**src/rtl/gha_pkg.sv**
```systemverilog
// Shared types and constants for the generational handle allocator.
// Holds field widths, status and command codes, and the front-to-back command record.
// No dependencies.
package gha_pkg;

    localparam int SLOTS_DEF  = 1024;
    localparam int BATCH_DEF  = 16;

    localparam int IDX_W      = 10;
    localparam int GEN_W      = 32;
    localparam int CNT_W      = 5;
    localparam int ST_W       = 2;
    localparam int KIND_W     = 2;

    localparam int IN_TDATA_W  = 48;
    localparam int OUT_TDATA_W = 48;

    localparam int CMDQ_DEPTH = 2;

    // result status codes
    localparam logic [ST_W-1:0] ST_OK    = 2'd0;
    localparam logic [ST_W-1:0] ST_STALE = 2'd1;
    localparam logic [ST_W-1:0] ST_FULL  = 2'd2;
    localparam logic [ST_W-1:0] ST_RANGE = 2'd3;

    // classified command kinds
    localparam logic [KIND_W-1:0] KIND_ALLOC = 2'd0;
    localparam logic [KIND_W-1:0] KIND_FREE  = 2'd1;
    localparam logic [KIND_W-1:0] KIND_RANGE = 2'd2;

    typedef struct packed {
        logic [KIND_W-1:0] kind;
        logic [CNT_W-1:0]  count;
        logic [IDX_W-1:0]  idx;
        logic [GEN_W-1:0]  gen;
    } t_cmd;

    typedef struct packed {
        logic [IDX_W-1:0] idx;
        logic [GEN_W-1:0] gen;
        logic [ST_W-1:0]  status;
        logic             last;
    } t_result;

    // handshake between the command queue and the back end
    typedef struct packed {
        logic valid;
        logic pop;
    } t_cmdq_ctl;

endpackage

```
**src/rtl/gha_cmdq.sv**
```systemverilog
// Short command queue between the front end and the back end.
// Depends on gha_pkg.
module gha_cmdq import gha_pkg::*; (
    input  logic i_clk,
    input  logic i_rst_n,
    input  logic i_push,
    input  t_cmd i_cmd,
    input  logic i_pop,
    output t_cmd o_cmd,
    output logic o_full,
    output logic o_empty
);

    localparam int PTR_W = (CMDQ_DEPTH > 1) ? $clog2(CMDQ_DEPTH) : 1;
    localparam int CNT_QW = $clog2(CMDQ_DEPTH + 1);
    localparam logic [PTR_W-1:0] LAST_PTR = PTR_W'(CMDQ_DEPTH - 1);

    t_cmd              r_mem [CMDQ_DEPTH];
    logic [PTR_W-1:0]  r_wptr, n_wptr;
    logic [PTR_W-1:0]  r_rptr, n_rptr;
    logic [CNT_QW-1:0] r_cnt, n_cnt;
    logic              do_push, do_pop;

    assign o_full  = (r_cnt == CNT_QW'(CMDQ_DEPTH));
    assign o_empty = (r_cnt == '0);
    assign o_cmd   = r_mem[r_rptr];
    assign do_push = i_push && !o_full;
    assign do_pop  = i_pop && !o_empty;

    always_comb begin
        n_wptr = r_wptr;
        n_rptr = r_rptr;
        n_cnt  = r_cnt;
        if (do_push) begin
            n_wptr = (r_wptr == LAST_PTR) ? '0 : r_wptr + 1'b1;
        end
        if (do_pop) begin
            n_rptr = (r_rptr == LAST_PTR) ? '0 : r_rptr + 1'b1;
        end
        if (do_push && !do_pop) begin
            n_cnt = r_cnt + 1'b1;
        end else if (do_pop && !do_push) begin
            n_cnt = r_cnt - 1'b1;
        end
    end

    always_ff @(posedge i_clk) begin
        if (do_push) begin
            r_mem[r_wptr] <= i_cmd;
        end
    end

    always_ff @(posedge i_clk) begin
        if (!i_rst_n) begin
            r_wptr <= '0;
            r_rptr <= '0;
            r_cnt  <= '0;
        end else begin
            r_wptr <= n_wptr;
            r_rptr <= n_rptr;
            r_cnt  <= n_cnt;
        end
    end

endmodule

```
**config.mk**
```make
export PLATFORM = sky130hd
export DESIGN_NAME = gha_cmdq
export DESIGN_NICKNAME = d
export VERILOG_FILES = /design/src/rtl/gha_pkg.sv /design/src/rtl/gha_cmdq.sv
export SDC_FILE = /design/constraint.sdc
export NUM_CORES = 1
export LEC_CHECK = 0
export ABC_AREA = 1
export BUFFER_PORTS_ARGS = -buffer_cell sky130_fd_sc_hd__buf_2
export CAP_MARGIN = 20
export CORE_AREA = 5 5 71 122
export DETAILED_ROUTE_END_ITERATION = 7
export DIE_AREA = 0 0 76 127
export PLACE_DENSITY = 0.79
export SYNTH_ARGS = -nofsm -noshare
export SYNTH_HDL_FRONTEND = slang
export SYNTH_SLANG_ARGS = --single-unit
export TNS_END_PERCENT = 20
```
**constraint.sdc**
```tcl
create_clock -name i_clk -period 4 [get_ports i_clk]
set_input_delay 0.2 -clock i_clk [delete_from_list [all_inputs] [get_ports i_clk]]
set_output_delay 0.2 -clock i_clk [all_outputs]
set_load 0.02 [all_outputs]
```
==> results of run 1 <==
-- synth_stat cells --
library cell,number
a21oi_1,1
buf_4,3
buf_6,1
buf_8,1
dfxtp_1,5
edfxtp_1,98
ha_1,1
inv_1,9
mux2_2,39
mux2_4,10
nand2_1,6
nand3_1,1
nand4_1,1
nor2_1,11
o21ai_0,2
o21ai_1,1
-- routing by layer --
| layer | up-vias | share of wire (%) | routed length [um] | global-route usage [%] |
|---|---|---|---|---|
| met5 | - | 0 | 0 | 0 |
| met4 | 0 | 1.6 | 102 | 7.55 |
| met3 | 4 | 5.5 | 361 | 4.37 |
| met2 | 62 | 57 | 3740 | 25.2 |
| met1 | 931 | 36 | 2330 | 14.5 |
| li1 | 948 | - | - | - |
-- final cells by class --
cell class	instances	area (um^2)	area share [%]
tap	88	110	2.33
clock buffer	11	233	4.92
sequential	103	3040	64.4
timing repair buffer	106	538	11.4
clock inverter	5	58.8	1.24
inverter	9	33.8	0.714
multi-input combinational	73	712	15.1
-- through the flow --
step,setup WS [ns],hold WS (ns)
floorplan,0.992,0.299
global placement,2.03,0.389
detailed placement,1.97,0.392
CTS,1.70,0.0376
global route,1.63,0.0377
finish,1.75,0.0538
-- report_power, final --
| part | total (W) | internal (W) | switching (W) |
|---|---|---|---|
| combinational | 0.000781 | 0.000313 | 0.000468 |
| clock | 0.000829 | 0.000485 | 0.000345 |
| sequential | 0.00143 | 0.00136 | 0.0000636 |
-- sequential cells by signal, summed over array words and instances (netlist names), named ones only --
register and cells:
r_rptr 1, r_cnt 2, r_wptr 1, r_mem 98
-- worst paths after layout --
path / start / end / slack [ns] / depth (start not counted)
setup / recovery: flip-flop / o_cmd[45] / 1.75 / 3
hold / removal: i_cmd[21] / r_mem[0][21]$_DFFE_PP_ / 0.05 / 1
setup reg to reg: r_cnt[0]$_SDFFE_PN0P_ / r_mem[1][29]$_DFFE_PP_ / 2.00 / 3
hold reg to reg: r_rptr$_SDFFE_PN0P_ / r_rptr$_SDFFE_PN0P_ / 0.51 / 2
-- logic make-up after synthesis --
| family | count (synthesis) | synth area share [%] |
|---|---|---|
| mux | 49 | 15.4 |
| simple gates | 19 | 1.96 |
| buf+inv | 14 | 2.16 |
| flops | 103 | 79.6 |
| compound gates | 4 | 0.523 |
| fa+ha+maj | 1 | 0.327 |
==> impl_metrics.csv, run 1 <==
group,metric,value,unit
power_and_ir_drop,powerDensity,643,nW/um^2
sta,worst_pin_slew,0.723,ns
finish,areaGrowthSynthToFinish,23.7,%
power_and_ir_drop,totalPowerFinal,0.00304,W
sta,slew_violations,0,
synth,synthCells,190,
cts,cts_sinks,103,
sta,slew_headroom,51.7,%
critical_path,required,3.80,ns
finish,n_fill_cell,561,
synth,syn_area,3820,um^2
synth,ys_ff_latch,103,
synth,synth_top_area_share,77.0,%
global_routing,antenna_found_initial,0,
floorplan,die-area,9650,um^2
critical_path,cp_num_buf_inv,2,
global_routing,grt_overflow,0,
sta,rsz0062_at_grt,"no",
floorplan,core.rowCount,42,
cts,hold_buffers,0,
global_routing,grtUsageTotal,14.1,%
floorplan,die_w,76,um
job,maxCapViolations,0,
synth,synth_top_area_cell,"edfxtp_1",
critical_path,endpoint_kind,"output pin",
critical_path,cp_top_family,"flip-flops",
drt,post_drt_wl_per_cell,16.5,um
critical_path,slowest_stage,"dfxtp_2",
status,outcome,"finished clean",
cts,clock_path_buffers,2,
critical_path,start_kind,"flip-flop",
worst_hold_path,min-delay-path-class,"input port to flip-flop",
synth,synth-seq-area-share,79.6,%
place,dpl.hpwl,4530,um
synth,syn_nets,244,
finish,diodes,0,
critical_path,max_stage_delay,0.66,ns
floorplan,start_util,50.9,%
cts,tritoncts,"done",
global_routing,first_global_vias,2097,
cts,clock_latency,0.33,ns
cts,post-cts-setup-buffer-count,0,
drt,drc_errors,0,
synth,ys_types,16,
finish,fin_util,62.9,%
finish,final_area,4730,um^2
sta,finalSetupViolCount,0,
finish,final_common_cell,"buf_2",
synth,synth_area_per_cell,20.1,um^2
place,place_area,4440,um^2
power_and_ir_drop,ir_worst_vdd,0.000430,V
critical_path,cp_max_fo,28,
finish,final_cells,395,
drt,ant_nets,0,
critical_path,worstPathArrival,2.05,ns
drt,vias,1945,
cts,htreeDepth,3,
synth,yosys-top-cells-area,"edfxtp_1 77%, mux2_2 11%, mux2_4 3.9%",
power_and_ir_drop,p_leak,1.82,nW
global_routing,grt_pass1_wl,10300,um
cts,cts_buffers,9,
place,post-place-cells,379,
floorplan,die_h,127,um
global_routing,grt_max_degree,29,
drt,via_per_inst,4.92,
finish,drive_gt1_share,55.7,%
finish,nNetsFinal,356,
sta,hold_viol,0,
critical_path,path_cells,"buf_4, mux2_2, buf_2",
sta,timing.fmax,445,MHz
critical_path,crit_type,"flip-flop to output pin",
sta,period_minus_slack,2.25,ns
floorplan,ioPinCount,104,
drt,wirelength,6540,um
cts,clk_pin_slew,0.07,ns
sta,tns,0,ns
cts,cts_root_buffer,"clkbuf_16",
drt,firstDrtPassIters,4,
cts,post_cts_resize_count,0,
place,gp_congestion,0.720,
sta,worst_clock_skew,0.00637,ns
floorplan,core,7510,um^2
drt,first_iter_violations,127,
synth,synth_warnings,0,
sta,finalCritPeriodShare,56.2,%
finish,layout_common_cells,"103 x buf_2, 98 x edfxtp_1, 39 x mux2_2, 10 x mux2_4",
place,port_buffers,103,
Power figures use the tool's default switching activity.
==> run 2, diff against run 1 <==
clock period = 2.25 ns   (was 4 ns; I/O delays follow)
==> impl_metrics.csv, run 2 (synthesis results as in run 1) <==
group,metric,value,unit
critical_path,worstPathArrival,2.02,ns
job,maxCapViolations,0,
cts,tritoncts,"done",
drt,post_drt_wl_per_cell,16.4,um
cts,cts_sinks,103,
global_routing,grt_pass1_wl,11700,um
sta,timing.fmax,572,MHz
critical_path,worstSetupStartpoint,"r_cnt[1]$_SDFFE_PN0P_",
cts,hold_buffers,49,
drt,vias,2197,
critical_path,start_kind,"flip-flop",
power_and_ir_drop,pwr-share-comb,27.7,%
global_routing,first_global_vias,2476,
power_and_ir_drop,powerDensity,1050,nW/um^2
drt,first_iter_violations,113,
critical_path,endpoint_kind,"flip-flop",
critical_path,cp_max_fo,4,
floorplan,die_w,76,um
finish,regArea,3040,um^2
sta,worst_pin_slew,0.486,ns
finish,areaGrowthSynthToFinish,37.1,%
place,dpl.hpwl,4630,um
finish,nNetsFinal,408,
critical_path,reg2reg_to,"r_cnt[1]$_SDFFE_PN0P_",
place,gp_congestion,0.747,
worst_hold_path,min-delay-path-class,"input port to flip-flop",
critical_path,crit_type,"flip-flop to flip-flop",
power_and_ir_drop,p_sw_share,29.0,%
drt,ant_nets,0,
cts,clock_path_buffers,2,
finish,regMostFlops,"r_mem",
global_routing,antenna_found_initial,0,
finish,n_fill_cell,506,
critical_path,r2r_start,"r_cnt[1]$_SDFFE_PN0P_",
power_and_ir_drop,switching_power,0.00159,W
cts,clk_pin_slew,0.06,ns
floorplan,die-area,9650,um^2
finish,multi_input_comb_area,712,um^2
critical_path,required,2.52,ns
drt,drc_errors,0,
critical_path,crit_path_end,"r_cnt[1]$_SDFFE_PN0P_",
floorplan,ioPinCount,104,
finish,reg.largest.list,"r_mem (98), r_cnt (2)",
power_and_ir_drop,pwr-share-clk,26.8,%
critical_path,rr_worst_depth,9,
drt,via_per_inst,4.91,
finish,largest_reg_flops,98,
drt,wirelength,7310,um
power_and_ir_drop,p_leak,2.04,nW
place,port_buffers,103,
drt,firstDrtPassIters,6,
finish,final_common_cell,"buf_2",
cts,post-cts-setup-buffer-count,0,
finish,final_cells,447,
cts,post_cts_resize_count,0,
finish,fin_util,69.7,%
cts,cts_root_buffer,"clkbuf_16",
sta,hold_viol,0,
power_and_ir_drop,seq_power_share,45.5,%
finish,layout_common_cells,"103 x buf_2, 98 x edfxtp_1, 49 x dlygate4sd3_1, 39 x mux2_2, 10 x mux2_4",
power_and_ir_drop,ir_worst_vdd,0.000710,V
status,outcome,"finished clean",
global_routing,grtUsageTotal,15.8,%
sta,finalSetupViolCount,0,
cts,cts_buffers,9,
floorplan,core.rowCount,42,
finish,drive_gt1_share,48.7,%
cts,clock_latency,0.33,ns
cts,htreeDepth,3,
finish,diodes,0,
sta,slew_headroom,67.4,%
global_routing,grt_overflow,0,
place,post-place-cells,382,
floorplan,die_h,127,um
global_routing,grt_max_degree,29,
floorplan,core,7510,um^2
sta,worst_clock_skew,0.00268,ns
sta,finalCritPeriodShare,77.8,%
sta,period_minus_slack,1.75,ns
critical_path,r2r_slack,0.50,ns
sta,hold_slack,0.0451,ns
power_and_ir_drop,intPower,0.00390,W
sta,slew_violations,0,
sta,rsz0062_at_grt,"no",
floorplan,start_util,50.9,%
-- run 2: routing by layer --
| layer | share of wire, % | up-vias | track usage [%] | routed length (um) |
|---|---|---|---|---|
| li1 | - | 1054 | - | - |
| met1 | 35 | 1047 | 14.7 | 2540 |
| met2 | 58 | 75 | 30.4 | 4220 |
| met3 | 4.4 | 21 | 3.87 | 321 |
| met4 | 3.2 | 0 | 9.12 | 235 |
| met5 | 0 | - | 0 | 0 |
-- run 2: worst max-delay path: stages, from the launching register on --
cell and delay, ns:
dfxtp_1 0.36, inv_1 0.08, o21ai_1 0.40, inv_1 0.13, ha_1 0.35, inv_1 0.09
nand3_1 0.08, nand2_1 0.07, inv_1 0.04, nor2_1 0.09
-- run 2: stage by stage --
| stage | instance area [um^2] | worst slack (ns) | TNS (ns) | total power (W) |
|---|---|---|---|---|
| 2_1_floorplan | 3820 | -0.758 | -74.25 | 0.00357 |
| 4_1_cts | 5240 | 0.498 | 0 | 0.00556 |
| 3_3_place_gp | 4460 | 0.669 | 0 | 0.00397 |
| 3_5_place_dp | 4460 | 0.514 | 0 | 0.00402 |
| 6_report | 5240 | 0.500 | 0 | 0.00550 |
| 5_1_grt | 5240 | 0.303 | 0 | 0.00577 |
-- run 2: worst min-delay path by stage --
stage | from | endpoint | depth (start not counted)
2_1_floorplan | i_cmd[0] | r_mem[0][0]$_DFFE_PP_ | 0
3_3_place_gp | i_cmd[3] | r_mem[0][3]$_DFFE_PP_ | 1
3_5_place_dp | i_cmd[26] | r_mem[1][26]$_DFFE_PP_ | 1
4_1_cts | i_rst_n | r_cnt[1]$_SDFFE_PN0P_ | 3
5_1_grt | i_rst_n | r_wptr$_SDFFE_PN0P_ | 3
6_report | i_rst_n | r_cnt[1]$_SDFFE_PN0P_ | 3
-- run 2: layout make-up --
type | count | area share, %
Clock inverter | 7 | 1.22
Sequential cell | 103 | 58.1
Inverter | 9 | 0.645
Tap cell | 88 | 2.10
Clock buffer | 9 | 4.30
Multi-Input combinational cell | 73 | 13.6
Timing Repair Buffer | 158 | 20.1
-- run 2: power by group through the flow --
stage               Clock [W]  Combinational, W  Sequential [W]
detailed placement          0           0.00148         0.00254
finish                0.00147           0.00152         0.00250
global route          0.00160           0.00164         0.00252
global placement            0           0.00145         0.00252
CTS                   0.00151           0.00155         0.00250
floorplan                   0           0.00103         0.00254
